--- src/rtl/esq_pkg.sv ---
// ----------------------------------------------------------------------------
// Elevator stop queue package
// Operation codes, direction codes, ordering classes and the control bundle
// that the sequencer sends along the row of queue cells.
// ----------------------------------------------------------------------------
package esq_pkg;

  localparam int OP_W    = 2;
  localparam int DIR_W   = 2;
  localparam int COUNT_W = 4;
  localparam int CLS_W   = 2;

  // Operation codes of a request.
  localparam logic [OP_W-1:0] OP_ADD     = 2'd0;
  localparam logic [OP_W-1:0] OP_REPLACE = 2'd1;
  localparam logic [OP_W-1:0] OP_ADVANCE = 2'd2;
  localparam logic [OP_W-1:0] OP_CLEAR   = 2'd3;

  // Travel direction codes.
  localparam logic [DIR_W-1:0] DIR_STOP = 2'd0;
  localparam logic [DIR_W-1:0] DIR_UP   = 2'd1;
  localparam logic [DIR_W-1:0] DIR_DOWN = 2'd2;

  // Ordering classes, most urgent first.
  localparam logic [CLS_W-1:0] CLS_HERE   = 2'd0;
  localparam logic [CLS_W-1:0] CLS_AHEAD  = 2'd1;
  localparam logic [CLS_W-1:0] CLS_BEHIND = 2'd2;
  localparam logic [CLS_W-1:0] CLS_EMPTY  = 2'd3;

  // Control broadcast to every cell of the row.
  typedef struct packed {
    logic clear;    // empty every cell
    logic shift;    // every cell takes its right neighbour's value (pop head)
    logic add_new;  // the first empty cell takes the requested floor
    logic replace;  // the cell holding the floor takes the new floor
    logic rep_del;  // replacement removes the entry instead
    logic sort_en;  // one odd-even transposition pass
    logic phase;    // parity of the lower cell of each compared pair
  } esq_ctrl_t;

endpackage

--- src/rtl/esq_if.sv ---
// ----------------------------------------------------------------------------
// Elevator stop queue channels
// Request and response channels with a valid/ready handshake.
// ----------------------------------------------------------------------------
interface esq_req_if
  import esq_pkg::*;
#(
  parameter int FLOOR_WIDTH = 8
) ();

  logic                   valid;
  logic                   ready;
  logic [OP_W-1:0]        op;
  logic [FLOOR_WIDTH-1:0] floor;
  logic [FLOOR_WIDTH-1:0] new_floor;

  modport source (output valid, output op, output floor, output new_floor, input ready);
  modport sink   (input valid, input op, input floor, input new_floor, output ready);

endinterface

interface esq_rsp_if
  import esq_pkg::*;
#(
  parameter int FLOOR_WIDTH = 8
) ();

  logic                   valid;
  logic                   ready;
  logic                   accepted;
  logic [FLOOR_WIDTH-1:0] next_floor;
  logic [DIR_W-1:0]       direction;
  logic [COUNT_W-1:0]     pending_count;
  logic                   more_pending;

  modport source (output valid, output accepted, output next_floor, output direction,
                  output pending_count, output more_pending, input ready);
  modport sink   (input valid, input accepted, input next_floor, input direction,
                  input pending_count, input more_pending, output ready);

endinterface

--- src/rtl/elevator_stop_queue_core.sv ---
// ----------------------------------------------------------------------------
// Elevator stop queue core
// LOOK-ordered queue of pending floor requests built as a row of cells.
// ----------------------------------------------------------------------------
// Each request carries one operation (add, replace or remove, advance, clear)
// and gives exactly one response with the acceptance flag, the new head, the
// travel direction and the fill level. The queue lives in a row of
// QUEUE_DEPTH cells; after an operation that changes the entries, the row is
// re-ordered by QUEUE_DEPTH odd-even transposition passes, one a cycle, each
// cell comparing its ordering key with a neighbour's. A request that changes
// the entries therefore goes through accept, execute, the sort passes and
// response before the next acceptance, and one that does not (rejected,
// duplicate add, clear) skips the sort passes. One request is handled
// at a time; a finished response may wait in its output register while the
// next request is accepted. Reset empties the queue at once.
module elevator_stop_queue_core
  import esq_pkg::*;
#(
  parameter int QUEUE_DEPTH = 8,
  parameter int FLOOR_WIDTH = 8
) (
  input  logic      clk_i,
  input  logic      rst_ni,
  esq_req_if.sink   req_if_i,
  esq_rsp_if.source rsp_if_o
);

  localparam int CNT_W = $clog2(QUEUE_DEPTH + 1);
  localparam int KEY_W = FLOOR_WIDTH + 2;
  localparam int PASS_W = $clog2(QUEUE_DEPTH);

  // Sequencer states.
  localparam logic [1:0] ST_IDLE = 2'd0;
  localparam logic [1:0] ST_EXEC = 2'd1;
  localparam logic [1:0] ST_SORT = 2'd2;
  localparam logic [1:0] ST_DONE = 2'd3;

  logic [1:0]             state_q, state_d;
  logic [OP_W-1:0]        op_q;
  logic [FLOOR_WIDTH-1:0] floor_q;
  logic [FLOOR_WIDTH-1:0] new_floor_q;
  logic [FLOOR_WIDTH-1:0] cur_q, cur_d;
  logic [DIR_W-1:0]       dir_q, dir_d;
  logic [CNT_W-1:0]       count_q, count_d;
  logic                   acc_q, acc_d;
  logic                   upd_q, upd_d;
  logic [PASS_W-1:0]      pass_q;

  logic                   out_valid_q;
  logic                   out_acc_q;
  logic [FLOOR_WIDTH-1:0] out_next_q;
  logic [DIR_W-1:0]       out_dir_q;
  logic [CNT_W-1:0]       out_count_q;
  logic                   out_more_q;

  esq_ctrl_t              ctrl;
  logic                   need_sort;
  logic                   out_free;
  logic                   req_fire;

  logic [FLOOR_WIDTH-1:0] cell_val   [QUEUE_DEPTH];
  logic [KEY_W-1:0]       cell_key   [QUEUE_DEPTH];
  logic [FLOOR_WIDTH-1:0] left_val   [QUEUE_DEPTH];
  logic [KEY_W-1:0]       left_key   [QUEUE_DEPTH];
  logic [FLOOR_WIDTH-1:0] right_val  [QUEUE_DEPTH];
  logic [KEY_W-1:0]       right_key  [QUEUE_DEPTH];
  logic [QUEUE_DEPTH-1:0] left_busy;
  logic [QUEUE_DEPTH-1:0] hit_floor;
  logic [QUEUE_DEPTH-1:0] hit_new;

  logic [FLOOR_WIDTH-1:0] head;
  logic                   full;
  logic [DIR_W-1:0]       dir_fresh;

  // Row of cells with the neighbour links tied off at both ends.
  for (genvar g = 0; g < QUEUE_DEPTH; g++) begin : g_cell
    if (g == 0) begin : g_first
      assign left_val[g]  = '0;
      assign left_key[g]  = '0;
      assign left_busy[g] = 1'b1;
    end else begin : g_inner_left
      assign left_val[g]  = cell_val[g-1];
      assign left_key[g]  = cell_key[g-1];
      assign left_busy[g] = (cell_val[g-1] != '0);
    end
    if (g == QUEUE_DEPTH - 1) begin : g_last
      assign right_val[g] = '0;
      assign right_key[g] = '1;
    end else begin : g_inner_right
      assign right_val[g] = cell_val[g+1];
      assign right_key[g] = cell_key[g+1];
    end

    esq_cell #(
      .FLOOR_WIDTH (FLOOR_WIDTH),
      .ODD         (1'(g % 2))
    ) u_cell (
      .clk_i       (clk_i),
      .rst_ni      (rst_ni),
      .ctrl_i      (ctrl),
      .floor_i     (floor_q),
      .new_floor_i (new_floor_q),
      .cur_floor_i (cur_q),
      .dir_down_i  (dir_q == DIR_DOWN),
      .left_val_i  (left_val[g]),
      .left_key_i  (left_key[g]),
      .left_busy_i (left_busy[g]),
      .right_val_i (right_val[g]),
      .right_key_i (right_key[g]),
      .val_o       (cell_val[g]),
      .key_o       (cell_key[g]),
      .hit_floor_o (hit_floor[g]),
      .hit_new_o   (hit_new[g])
    );
  end

  assign head     = cell_val[0];
  assign full     = (count_q == CNT_W'(QUEUE_DEPTH));
  assign req_fire = req_if_i.valid && req_if_i.ready;
  assign out_free = !out_valid_q || rsp_if_o.ready;

  // Direction from the head against the current floor.
  always_comb begin
    if ((head == '0) || (cur_q == '0) || (head == cur_q)) begin
      dir_fresh = DIR_STOP;
    end else if (head > cur_q) begin
      dir_fresh = DIR_UP;
    end else begin
      dir_fresh = DIR_DOWN;
    end
  end

  // Operation decode in the execute cycle, sort control afterwards.
  always_comb begin
    ctrl      = '0;
    need_sort = 1'b0;
    acc_d     = acc_q;
    upd_d     = upd_q;
    cur_d     = cur_q;
    dir_d     = dir_q;
    count_d   = count_q;
    if (state_q == ST_EXEC) begin
      acc_d = 1'b0;
      upd_d = 1'b0;
      case (op_q)
        OP_ADD: begin
          if (floor_q != '0) begin
            if (|hit_floor) begin
              acc_d = 1'b1;
            end else if (!full) begin
              acc_d        = 1'b1;
              ctrl.add_new = 1'b1;
              need_sort    = 1'b1;
              count_d      = count_q + CNT_W'(1);
            end
          end
        end
        OP_REPLACE: begin
          if ((floor_q != '0) && (|hit_floor)) begin
            acc_d        = 1'b1;
            ctrl.replace = 1'b1;
            ctrl.rep_del = (new_floor_q == '0) ||
                           ((new_floor_q != floor_q) && (|hit_new));
            need_sort    = 1'b1;
            if (ctrl.rep_del) begin
              count_d = count_q - CNT_W'(1);
            end
          end
        end
        OP_ADVANCE: begin
          if (head != '0) begin
            acc_d      = 1'b1;
            ctrl.shift = 1'b1;
            need_sort  = 1'b1;
            cur_d      = head;
            count_d    = count_q - CNT_W'(1);
          end
        end
        default: begin
          acc_d      = 1'b1;
          ctrl.clear = 1'b1;
          dir_d      = DIR_STOP;
          count_d    = '0;
        end
      endcase
      upd_d = need_sort;
    end else if (state_q == ST_SORT) begin
      ctrl.sort_en = 1'b1;
      ctrl.phase   = pass_q[0];
    end else if ((state_q == ST_DONE) && out_free && upd_q) begin
      dir_d = dir_fresh;
    end
  end

  // Sequencer.
  always_comb begin
    state_d = state_q;
    case (state_q)
      ST_IDLE: begin
        if (req_fire) begin
          state_d = ST_EXEC;
        end
      end
      ST_EXEC: begin
        state_d = need_sort ? ST_SORT : ST_DONE;
      end
      ST_SORT: begin
        if (pass_q == PASS_W'(QUEUE_DEPTH - 1)) begin
          state_d = ST_DONE;
        end
      end
      ST_DONE: begin
        if (out_free) begin
          state_d = ST_IDLE;
        end
      end
      default: begin
        state_d = ST_IDLE;
      end
    endcase
  end

  assign req_if_i.ready = (state_q == ST_IDLE);

  // Control and queue state registers.
  always_ff @(posedge clk_i or negedge rst_ni) begin
    if (!rst_ni) begin
      state_q <= ST_IDLE;
      cur_q   <= '0;
      dir_q   <= DIR_STOP;
      count_q <= '0;
      acc_q   <= 1'b0;
      upd_q   <= 1'b0;
      pass_q  <= '0;
    end else begin
      state_q <= state_d;
      cur_q   <= cur_d;
      dir_q   <= dir_d;
      count_q <= count_d;
      acc_q   <= acc_d;
      upd_q   <= upd_d;
      if (state_q == ST_SORT) begin
        pass_q <= pass_q + PASS_W'(1);
      end else begin
        pass_q <= '0;
      end
    end
  end

  // Captured request payload.
  always_ff @(posedge clk_i) begin
    if (req_fire) begin
      op_q        <= req_if_i.op;
      floor_q     <= req_if_i.floor;
      new_floor_q <= req_if_i.new_floor;
    end
  end

  // Response register.
  always_ff @(posedge clk_i or negedge rst_ni) begin
    if (!rst_ni) begin
      out_valid_q <= 1'b0;
    end else if ((state_q == ST_DONE) && out_free) begin
      out_valid_q <= 1'b1;
    end else if (rsp_if_o.ready) begin
      out_valid_q <= 1'b0;
    end
  end

  always_ff @(posedge clk_i) begin
    if ((state_q == ST_DONE) && out_free) begin
      out_acc_q   <= acc_q;
      out_next_q  <= head;
      out_dir_q   <= dir_d;
      out_count_q <= count_q;
      out_more_q  <= acc_q && (op_q == OP_ADVANCE) && (head != '0);
    end
  end

  assign rsp_if_o.valid        = out_valid_q;
  assign rsp_if_o.accepted     = out_acc_q;
  assign rsp_if_o.next_floor   = out_next_q;
  assign rsp_if_o.direction    = out_dir_q;
  assign rsp_if_o.more_pending = out_more_q;

  // Fill level reported modulo sixteen.
  if (CNT_W >= COUNT_W) begin : g_cnt_trunc
    assign rsp_if_o.pending_count = out_count_q[COUNT_W-1:0];
  end else begin : g_cnt_ext
    assign rsp_if_o.pending_count = {{(COUNT_W - CNT_W){1'b0}}, out_count_q};
  end

endmodule

--- src/rtl/esq_cell.sv ---
// ----------------------------------------------------------------------------
// Elevator stop queue cell
// Holds one pending floor, computes its ordering key against the current
// floor and exchanges its value with a neighbour during sort passes.
// ----------------------------------------------------------------------------
module esq_cell
  import esq_pkg::*;
#(
  parameter int FLOOR_WIDTH = 8,
  parameter bit ODD         = 1'b0
) (
  input  logic                   clk_i,
  input  logic                   rst_ni,
  input  esq_ctrl_t              ctrl_i,
  input  logic [FLOOR_WIDTH-1:0] floor_i,
  input  logic [FLOOR_WIDTH-1:0] new_floor_i,
  input  logic [FLOOR_WIDTH-1:0] cur_floor_i,
  input  logic                   dir_down_i,
  input  logic [FLOOR_WIDTH-1:0] left_val_i,
  input  logic [FLOOR_WIDTH+1:0] left_key_i,
  input  logic                   left_busy_i,
  input  logic [FLOOR_WIDTH-1:0] right_val_i,
  input  logic [FLOOR_WIDTH+1:0] right_key_i,
  output logic [FLOOR_WIDTH-1:0] val_o,
  output logic [FLOOR_WIDTH+1:0] key_o,
  output logic                   hit_floor_o,
  output logic                   hit_new_o
);

  logic [FLOOR_WIDTH-1:0] val_q, val_d;
  logic [FLOOR_WIDTH+1:0] key;
  logic                   above;
  logic                   fwd;
  logic [FLOOR_WIDTH-1:0] span;
  logic                   lower;

  // Ordering key: class in the top bits, distance from the current floor below.
  always_comb begin
    above = val_q > cur_floor_i;
    fwd   = dir_down_i ? !above : above;
    span  = above ? (val_q - cur_floor_i) : (cur_floor_i - val_q);
    if (val_q == '0) begin
      key = {CLS_EMPTY, {FLOOR_WIDTH{1'b0}}};
    end else if (val_q == cur_floor_i) begin
      key = {CLS_HERE, {FLOOR_WIDTH{1'b0}}};
    end else begin
      key = {(fwd ? CLS_AHEAD : CLS_BEHIND), span};
    end
  end

  // This cell is the lower one of its pair when the phase matches its parity.
  assign lower = (ctrl_i.phase == ODD);

  // Next value of the entry.
  always_comb begin
    val_d = val_q;
    if (ctrl_i.clear) begin
      val_d = '0;
    end else if (ctrl_i.shift) begin
      val_d = right_val_i;
    end else if (ctrl_i.add_new) begin
      if ((val_q == '0) && left_busy_i) begin
        val_d = floor_i;
      end
    end else if (ctrl_i.replace) begin
      if (hit_floor_o) begin
        val_d = ctrl_i.rep_del ? '0 : new_floor_i;
      end
    end else if (ctrl_i.sort_en) begin
      if (lower) begin
        if (key > right_key_i) begin
          val_d = right_val_i;
        end
      end else begin
        if (left_key_i > key) begin
          val_d = left_val_i;
        end
      end
    end
  end

  always_ff @(posedge clk_i or negedge rst_ni) begin
    if (!rst_ni) begin
      val_q <= '0;
    end else begin
      val_q <= val_d;
    end
  end

  assign val_o       = val_q;
  assign key_o       = key;
  assign hit_floor_o = (val_q == floor_i);
  assign hit_new_o   = (val_q == new_floor_i);

endmodule

--- src/flat_wrapper.sv ---
// flat-port wrapper written by rule: the top's interface ports become plain ports
module elevator_stop_queue_core_flat import esq_pkg::*;
#(
  parameter int QUEUE_DEPTH = 8,
  parameter int FLOOR_WIDTH = 8
)
  (clk_i, rst_ni, req_if_i_valid, req_if_i_op, req_if_i_floor, req_if_i_new_floor, req_if_i_ready, rsp_if_o_valid, rsp_if_o_accepted, rsp_if_o_next_floor, rsp_if_o_direction, rsp_if_o_pending_count, rsp_if_o_more_pending, rsp_if_o_ready);
  esq_req_if #(.FLOOR_WIDTH(FLOOR_WIDTH)) req_if_i_i ();
  esq_rsp_if #(.FLOOR_WIDTH(FLOOR_WIDTH)) rsp_if_o_i ();
  input  logic clk_i;
  input  logic rst_ni;
  input wire logic [$bits(req_if_i_i.valid)-1:0] req_if_i_valid;
  input wire logic [$bits(req_if_i_i.op)-1:0] req_if_i_op;
  input wire logic [$bits(req_if_i_i.floor)-1:0] req_if_i_floor;
  input wire logic [$bits(req_if_i_i.new_floor)-1:0] req_if_i_new_floor;
  output wire logic [$bits(req_if_i_i.ready)-1:0] req_if_i_ready;
  output wire logic [$bits(rsp_if_o_i.valid)-1:0] rsp_if_o_valid;
  output wire logic [$bits(rsp_if_o_i.accepted)-1:0] rsp_if_o_accepted;
  output wire logic [$bits(rsp_if_o_i.next_floor)-1:0] rsp_if_o_next_floor;
  output wire logic [$bits(rsp_if_o_i.direction)-1:0] rsp_if_o_direction;
  output wire logic [$bits(rsp_if_o_i.pending_count)-1:0] rsp_if_o_pending_count;
  output wire logic [$bits(rsp_if_o_i.more_pending)-1:0] rsp_if_o_more_pending;
  input wire logic [$bits(rsp_if_o_i.ready)-1:0] rsp_if_o_ready;
  assign req_if_i_i.valid = req_if_i_valid;
  assign req_if_i_i.op = req_if_i_op;
  assign req_if_i_i.floor = req_if_i_floor;
  assign req_if_i_i.new_floor = req_if_i_new_floor;
  assign req_if_i_ready = req_if_i_i.ready;
  assign rsp_if_o_valid = rsp_if_o_i.valid;
  assign rsp_if_o_accepted = rsp_if_o_i.accepted;
  assign rsp_if_o_next_floor = rsp_if_o_i.next_floor;
  assign rsp_if_o_direction = rsp_if_o_i.direction;
  assign rsp_if_o_pending_count = rsp_if_o_i.pending_count;
  assign rsp_if_o_more_pending = rsp_if_o_i.more_pending;
  assign rsp_if_o_i.ready = rsp_if_o_ready;
  elevator_stop_queue_core #(.QUEUE_DEPTH(QUEUE_DEPTH), .FLOOR_WIDTH(FLOOR_WIDTH)) u_core (.clk_i(clk_i), .rst_ni(rst_ni), .req_if_i(req_if_i_i), .rsp_if_o(rsp_if_o_i));
endmodule
--- config.mk ---
export PLATFORM = sky130hd
export DESIGN_NAME = elevator_stop_queue_core_flat
export DESIGN_NICKNAME = d
export VERILOG_FILES = /design/src/rtl/esq_pkg.sv /design/src/rtl/esq_if.sv /design/src/rtl/elevator_stop_queue_core.sv /design/src/rtl/esq_cell.sv /design/src/flat_wrapper.sv
export SDC_FILE = /design/constraint.sdc
export NUM_CORES = 1
export LEC_CHECK = 0
export BUFFER_PORTS_ARGS = -buffer_cell sky130_fd_sc_hd__buf_4
export CAP_MARGIN = 20
export CORE_UTILIZATION = 25
export DETAILED_ROUTE_END_ITERATION = 10
export GPL_ROUTABILITY_DRIVEN = 0
export GPL_TIMING_DRIVEN = 0
export PLACE_DENSITY = 0.46
export SETUP_SLACK_MARGIN = 0.05
export SLEW_MARGIN = 20
export SYNTH_ARGS = -nofsm -noshare
export SYNTH_HDL_FRONTEND = slang
export SYNTH_SLANG_ARGS = --single-unit
--- constraint.sdc ---
create_clock -name clk_i -period 5.8 [get_ports clk_i]
set_clock_uncertainty 0.15 [all_clocks]
set_input_delay 0.87 -clock clk_i [delete_from_list [all_inputs] [get_ports clk_i]]
set_output_delay 0.87 -clock clk_i [all_outputs]
set_load 0.05 [all_outputs]
---- Word level (Yosys, flattened, before mapping) ----
Index checks and enable logic that the tools add are counted.
cells by class
  add/sub/neg operators ................... 19
  magnitude comparators ................... 17
  equal/unequal tests ..................... 63
  muxes and demuxes ....................... 160
  reduce and logical (&&, ||, !) cells .... 67
operators by type and width
  kind                                                           count
  2-to-1 mux 8 bit                                               89
  equality test 8 bit                                            24
  2-to-1 mux 10 bit                                              16
  subtractor 8 bit                                               16
  logical NOT 8 bit                                              10
  greater-than comparator 10 bit                                 7
  greater-than comparator 8 bit                                  8
  nonzero test 8 bit                                             8
  2-to-1 mux 2 bit                                               21
  != test 5 x 2 -> 1 bit, second input constant                  8
  AND reduction 5 bit                                            8
  != test 4 x 2 -> 1 bit, second input constant                  8
  2-to-1 mux 4 bit                                               6
  != test 6 x 2 -> 1 bit, second input constant                  4
  nonzero test 6 bit                                             4
  2-to-1 mux 1 bit                                               22
  OR reduction 8 bit                                             2
  logical AND 1 bit                                              14
  case mux 4 bit (3 select lines)                                1
  greater-than comparator 1 x 10 -> 1 bit, first input constant  1
  greater-than comparator 10 bit, second input constant          1
  != test 2 bit, second input constant                           5
  logical NOT 1 bit                                              9
  equality test 2 bit, second input constant                     4
  20 further kinds                                               30
word-level totals
  bits in registers ....................... 120
  bits of input ports ..................... 22
  output and inout bits ................... 18
  word-level logic and storage cells ...... 350

---- Logic depth before layout (Yosys ltp) ----
  depth in word-level cells ............... 14
  depth in mapped cells ................... 27
  depth with buffers taken out ............ 24

---- Hierarchy ----
From an unflattened synthesis, not the netlist that was laid out.
second synthesis, totals
  cells, all modules ...................... 2455
  area, all modules ....................... 20016.7 um^2
by module, submodules not included
  module                                  instances  cells each  area each (um^2)  sequential area each (um^2)
  esq_cell (u_core.g_cell[1].u_cell ...)  2          278         2245.9            200.2
  esq_cell (u_core.g_cell[0].u_cell ...)  2          275         2050.7            200.2
  elevator_stop_queue_core                1          234         2861.5            1571.5
  esq_cell (u_core.g_cell[5].u_cell)      1          283         2203.4            200.2
  esq_cell (u_core.g_cell[6].u_cell)      1          276         2148.3            200.2
  esq_cell (u_core.g_cell[7].u_cell)      1          277         2139.6            200.2
  esq_cell (u_core.g_cell[4].u_cell)      1          279         2070.7            200.2

---- Least setup slack after synthesis ----
No wires, ideal clock.
  path type ............................... reg-to-reg
  start point ............................. register u_core.cur_q[1]
  end point ............................... register u_core.g_cell[0].u_cell.val_q[3]
  library setup time ...................... 118 ps
  arrival ................................. 5316 ps
  required time ........................... 5532 ps
  slack ................................... 216 ps
  stages on the path, launching flop included .. 24
  path buffers ............................ 3
  clock period less this slack ............ 5584 ps
  cell sequence ........................... dfrtp_1 > inv_1 > fa_1 > a21o_1 > a21oi_1 > o221ai_1 > and2_1 > buf_2 > mux2_2 > a211o_1 > o22ai_1 > o21ai_0 > xnor2_1 > nand2_1 > ha_1 > o21a_1 > o21a_1 > o32ai_1 > a21oi_1 > nor4_1 > or4_1 > buf_2 > buf_2 > a21o_1
between the ends
  word-level cells in the longest chain between the ends .. 9
  elaborated cells between the ends (all ways) .. 25
  those cells by class .................... add/sub: 4; order compare: 4; eq/ne: 3; mux: 10; reduce/logical: 4
RTL lines
  element                                                                                           line                             source
  from (decl)                                                                                       elevator_stop_queue_core.sv:42   logic [FLOOR_WIDTH-1:0] cur_q, cur_d;
  from (signal assigned)                                                                            elevator_stop_queue_core.sv:237  cur_q <= cur_d;
  greater-than comparator 8 bit                                                                     esq_cell.sv:39                   above = val_q > cur_floor_i;
  logical NOT 1 bit                                                                                 esq_cell.sv:40                   fwd = dir_down_i ? !above : above;
  2-to-1 mux 1 bit                                                                                  esq_cell.sv:40
  2-to-1 mux 2 bit                                                                                  esq_cell.sv:47                   key = {(fwd ? CLS_AHEAD : CLS_BEHIND), span};
  2-to-1 mux 10 bit                                                                                 esq_cell.sv:44                   end else if (val_q == cur_floor_i) begin
  2-to-1 mux 10 bit                                                                                 esq_cell.sv:42                   if (val_q == '0) begin
  greater-than comparator 1 x 10 -> 1 bit / greater-than comparator 10 bit (equally long branches)  esq_cell.sv:75, esq_cell.sv:71
  != test 6 x 1 -> 1 bit (no line) / nonzero test 6 bit (equally long branches)                     -
  AND reduction 5 bit (no line) *                                                                   -
  to (signal assigned)                                                                              esq_cell.sv:86                   val_q <= val_d;
  to (decl)                                                                                         esq_cell.sv:30                   logic [FLOOR_WIDTH-1:0] val_q, val_d;
Mark *: on every way between the ends. The rest lies on a longest branch, timed or not.
A chain may end at the register's enable or synchronous reset.

---- Final worst setup path ----
  start point ............................. register u_core.g_cell[1].u_cell.val_q[5]
  end point ............................... register u_core.g_cell[0].u_cell.val_q[3]
between the ends
  word-level cells in the longest chain between the ends .. 13
  elaborated cells between the ends (all ways) .. 37
  those cells by class .................... add/sub: 2; order compare: 2; eq/ne: 6; mux: 17; reduce/logical: 10
RTL lines
  element                                                                  line
  from (decl)                                                              esq_cell.sv:30
  from (signal assigned)                                                   esq_cell.sv:86
  branches (longest 13 deep; another with greater-than comparator 10 bit)  -
Several ways; the timed one is not identified. The select of a mux whose other input is x is not followed.

==> flow_metrics.py <==
metrics = {
    "synthesis": {
        "synth_top_area_share_pct": 16.41,
        "synth.avg_cell_area_sq_um": 8.223,
        "netlist-cell-type-count": 84,
        "syn_area_sq_um": 15240,
        "seq_area_frac_synth_pct": 20.81,
        "synthTopCellsByCount": "200 x ha_1, 180 x nand2_1, 160 x inv_1, 137 x a21oi_1, 116 x o21ai_0",
        "synth_nets": 2093,
        "ys.flop_type": "dfrtp_1",
        "ys_ff_latch": 120,
        "synthArstFlopShare_pct": 71.67,
        "synth_area_leader_cell": "ha_1",
        "synth_top_cells_by_area": "ha_1 16%, dfrtp_1 14%, edfxtp_1 6.7%",
        "synthCells": 1854,
        "yosys_warnings": 0,
        "synth_edf_count": 34,
        "yosysMostFrequentCell": "ha_1",
    },
    "clock_tree": {
        "numCtsBuffers": 17,
        "h-tree-depth": 4,
        "clk_latency_ns": 0.44,
        "cts.clk_slew.worst_paths_ns": 0.06,
        "cts_sinks": 120,
        "cts_tree": "yes",
        "clk_path_buf_depth": 2,
        "hold_buffers": 0,
        "cts-root-buf": "clkbuf_16",
    },
    "worst_setup_path": {
        "rrSetupSlack_ns": 0.22,
        "rr_endpoint": "u_core.g_cell[0].u_cell.val_o[3]$_DFFE_PN0P_",
        "crit_end": "u_core.g_cell[0].u_cell.val_o[3]$_DFFE_PN0P_",
        "required_ns": 5.97,
        "crit_fanout": 10,
        "worstPathArrival_ns": 5.75,
        "crit_path_end_kind": "register",
        "rr_worst_depth": 23,
        "critPathLaunch": "u_core.g_cell[1].u_cell.val_o[5]$_DFFE_PN0P_",
        "critPathKind": "register to register",
        "r2r_start": "u_core.g_cell[1].u_cell.val_o[5]$_DFFE_PN0P_",
        "cp-start-kind": "register",
    },
    "die": {
        "die_h_microns": 248.9,
        "rows": 90,
        "die_area_sq_um": 61970,
        "start_util_pct": 25.26,
        "core_sq_um": 60360,
        "die_w_microns": 248.9,
        "io_pins": 40,
    },
    "sta": {
        "finalSetupViolCount": 0,
        "fin_crit_ns": 5.578,
        "fmax_mhz": 179.3,
        "final.period_utilization_pct": 96.17,
        "rsz0062_at_grt": "false",
        "slew_headroom_pct": 13.80,
        "hold_viol": 0,
        "worstMarginPinSlew_ns": 1.281,
        "tns_ns": 0,
        "final-max-slew-violation-count": 0,
        "whs_ns": 0.3291,
        "fin_ws_ns": 0.2220,
    },
    "layout": {
        "multi_input_area_sq_um": 11240,
        "drive_gt1_share_pct": 14.24,
        "regArea_sq_um": 3201,
        "final_nets": 2185,
        "fill_cells": 6522,
        "syn_to_final_growth_pct": 16.35,
        "diodes": 0,
        "final_util_pct": 29.39,
    },
    "global_route": {
        "grtUsageTotal_pct": 19.20,
        "grt.overflow.total": 0,
        "gr-usage-met2_pct": 31.08,
        "use_met3_pct": 2.654,
        "grt_max_degree": 87,
        "grtUsageMet1_pct": 25.58,
        "grt-busiest-layer": "met2",
        "grt_pass1_vias": 14410,
        "grt_pass1_wl_microns": 90570,
        "antenna_found_initial": 0,
    },
    "drt": {
        "vias": 14520,
        "drt_pre_antenna_iters": 6,
        "wl_microns": 60500,
        "via_per_inst": 5.297,
        "route.detailed.drc": 0,
        "ant_nets": 0,
        "drtIter0Drc": 1253,
        "wl_per_cell_microns": 22.07,
    },
    "placement": {
        "dp_hpwl_microns": 45950,
        "placement.io_buffers": 39,
        "dp_slack_ns": -1.794,
    },
    "worst_hold_path": {
        "hold_path_class": "register to register",
    },
    "status": {
        "status": "completed",
    },
    "job": {
        "cap_viol_max_count": 0,
    },
}
## layer usage
| metal | share of wire, % | vias up | routed length, microns |
|---|---|---|---|
| li1 | - | 6726 | - |
| met1 | 44 | 7064 | 26630 |
| met2 | 46 | 572 | 27740 |
| met3 | 6.3 | 157 | 3807 |
| met4 | 3.8 | 0 | 2313 |
| met5 | 0 | - | 0 |
## logic make-up after synthesis
| logic type | synth area share [%] |
|---|---|
| multiplexers | 7.354 |
| AND/OR/NAND/NOR | 16.43 |
| XOR/XNOR | 11.03 |
| buffers and inverters | 6.648 |
| flip-flops | 20.81 |
| adder cells (fa/ha/maj) | 18.78 |
| AO/OA/AOI/OAI | 18.94 |
## placed cells by master, fill, tap and decap left out, drive strengths merged, types with 17 or more instances in the layout
cell | Yosys | layout
xor2 | 114 | 114
a211oi | 27 | 27
nand2b | 31 | 31
mux2i | 49 | 49
a21oi | 138 | 138
fa | 17 | 17
xnor2 | 78 | 78
clkbuf | 59 | 76
o21ai | 125 | 125
buf | 35 | 111
a21o | 42 | 42
nor2 | 95 | 95
edfxtp | 34 | 34
o211ai | 20 | 20
nor4 | 45 | 45
inv | 160 | 154
and2 | 29 | 29
mux2 | 56 | 56
ha | 200 | 200
dfrtp | 86 | 86
nand2 | 182 | 182
nand3 | 28 | 28
nand4 | 41 | 41
## timing repair
| action | in CTS | in global routing |
|---|---|---|
| setup buffers | 22 | 13 |
| hold endpoints to repair | 0 | 0 |
| pin swaps | 4 | 17 |
| resized for setup | 40 | 77 |
| endpoints found under the setup margin | 64 | 59 |
## per-stage QoR
| stage | std cells | instance area (sq um) |
|---|---|---|
| CTS | 2728 | 17450 |
| finish | 2741 | 17740 |
| floorplan | 1854 | 15240 |
| detailed placement | 2675 | 16530 |
| global placement | 2675 | 16520 |
| global route | 2741 | 17740 |
## flip-flops by register name, indices dropped and copies added (netlist names), 2 cells and up
| name | cells |
|---|---|
| u_core.g_cell.u_cell.val_o | 64 |
| u_core.cur_q | 8 |
| u_core.floor_q | 8 |
| u_core.new_floor_q | 8 |
| u_core.rsp_if_o.next_floor | 8 |
| u_core.count_q | 4 |
| u_core.rsp_if_o.pending_count | 4 |
| u_core.pass_q | 3 |
| u_core.dir_q | 2 |
| u_core.op_q | 2 |
| u_core.rsp_if_o.direction | 2 |
| u_core.state_q | 2 |
## area by class of cell
class | count | area share, %
Multi-Input combinational cell | 1480 | 63.40
Sequential cell | 120 | 18.04
Tap cell | 782 | 5.516
Inverter | 160 | 3.534
Timing Repair Buffer | 74 | 3.294
Clock buffer | 20 | 2.638
Buffer | 93 | 2.617
Clock inverter | 12 | 0.9594
## worst max-delay path, stage by stage (launching register included)
cell and delay [ns]:
dfrtp_1 0.34, clkbuf_1 0.45, inv_1 0.10, ha_1 0.40
nand4_1 0.19, or2_2 0.39, and2_1 0.16, buf_4 0.18
mux2_4 0.32, a211o_1 0.28, o22ai_2 0.16, buf_4 0.15
xor2_1 0.05, nand2b_1 0.20, ha_1 0.35, o21ai_0 0.08
a21oi_1 0.12, o21ai_0 0.11, a21oi_2 0.28, nor4_2 0.07
or4_1 0.44, buf_6 0.16, buf_4 0.16, a21o_1 0.18
## worst min-delay path by stage
stage                        startpoint                            endpoint  cells past startpoint
6_report       u_core.acc_q$_DFFE_PN0P_  u_core.rsp_if_o.accepted$_DFFE_PP_                      0
5_1_grt        u_core.upd_q$_DFFE_PN0P_            u_core.upd_q$_DFFE_PN0P_                      1
4_1_cts        u_core.acc_q$_DFFE_PN0P_  u_core.rsp_if_o.accepted$_DFFE_PP_                      0
3_5_place_dp   u_core.acc_q$_DFFE_PN0P_  u_core.rsp_if_o.accepted$_DFFE_PP_                      0
3_3_place_gp   u_core.acc_q$_DFFE_PN0P_  u_core.rsp_if_o.accepted$_DFFE_PP_                      0
2_1_floorplan  u_core.acc_q$_DFFE_PN0P_  u_core.rsp_if_o.accepted$_DFFE_PP_                      0
Power is not shown: default switching activity piles up to over one toggle a cycle in this logic, so the estimate is an artifact.
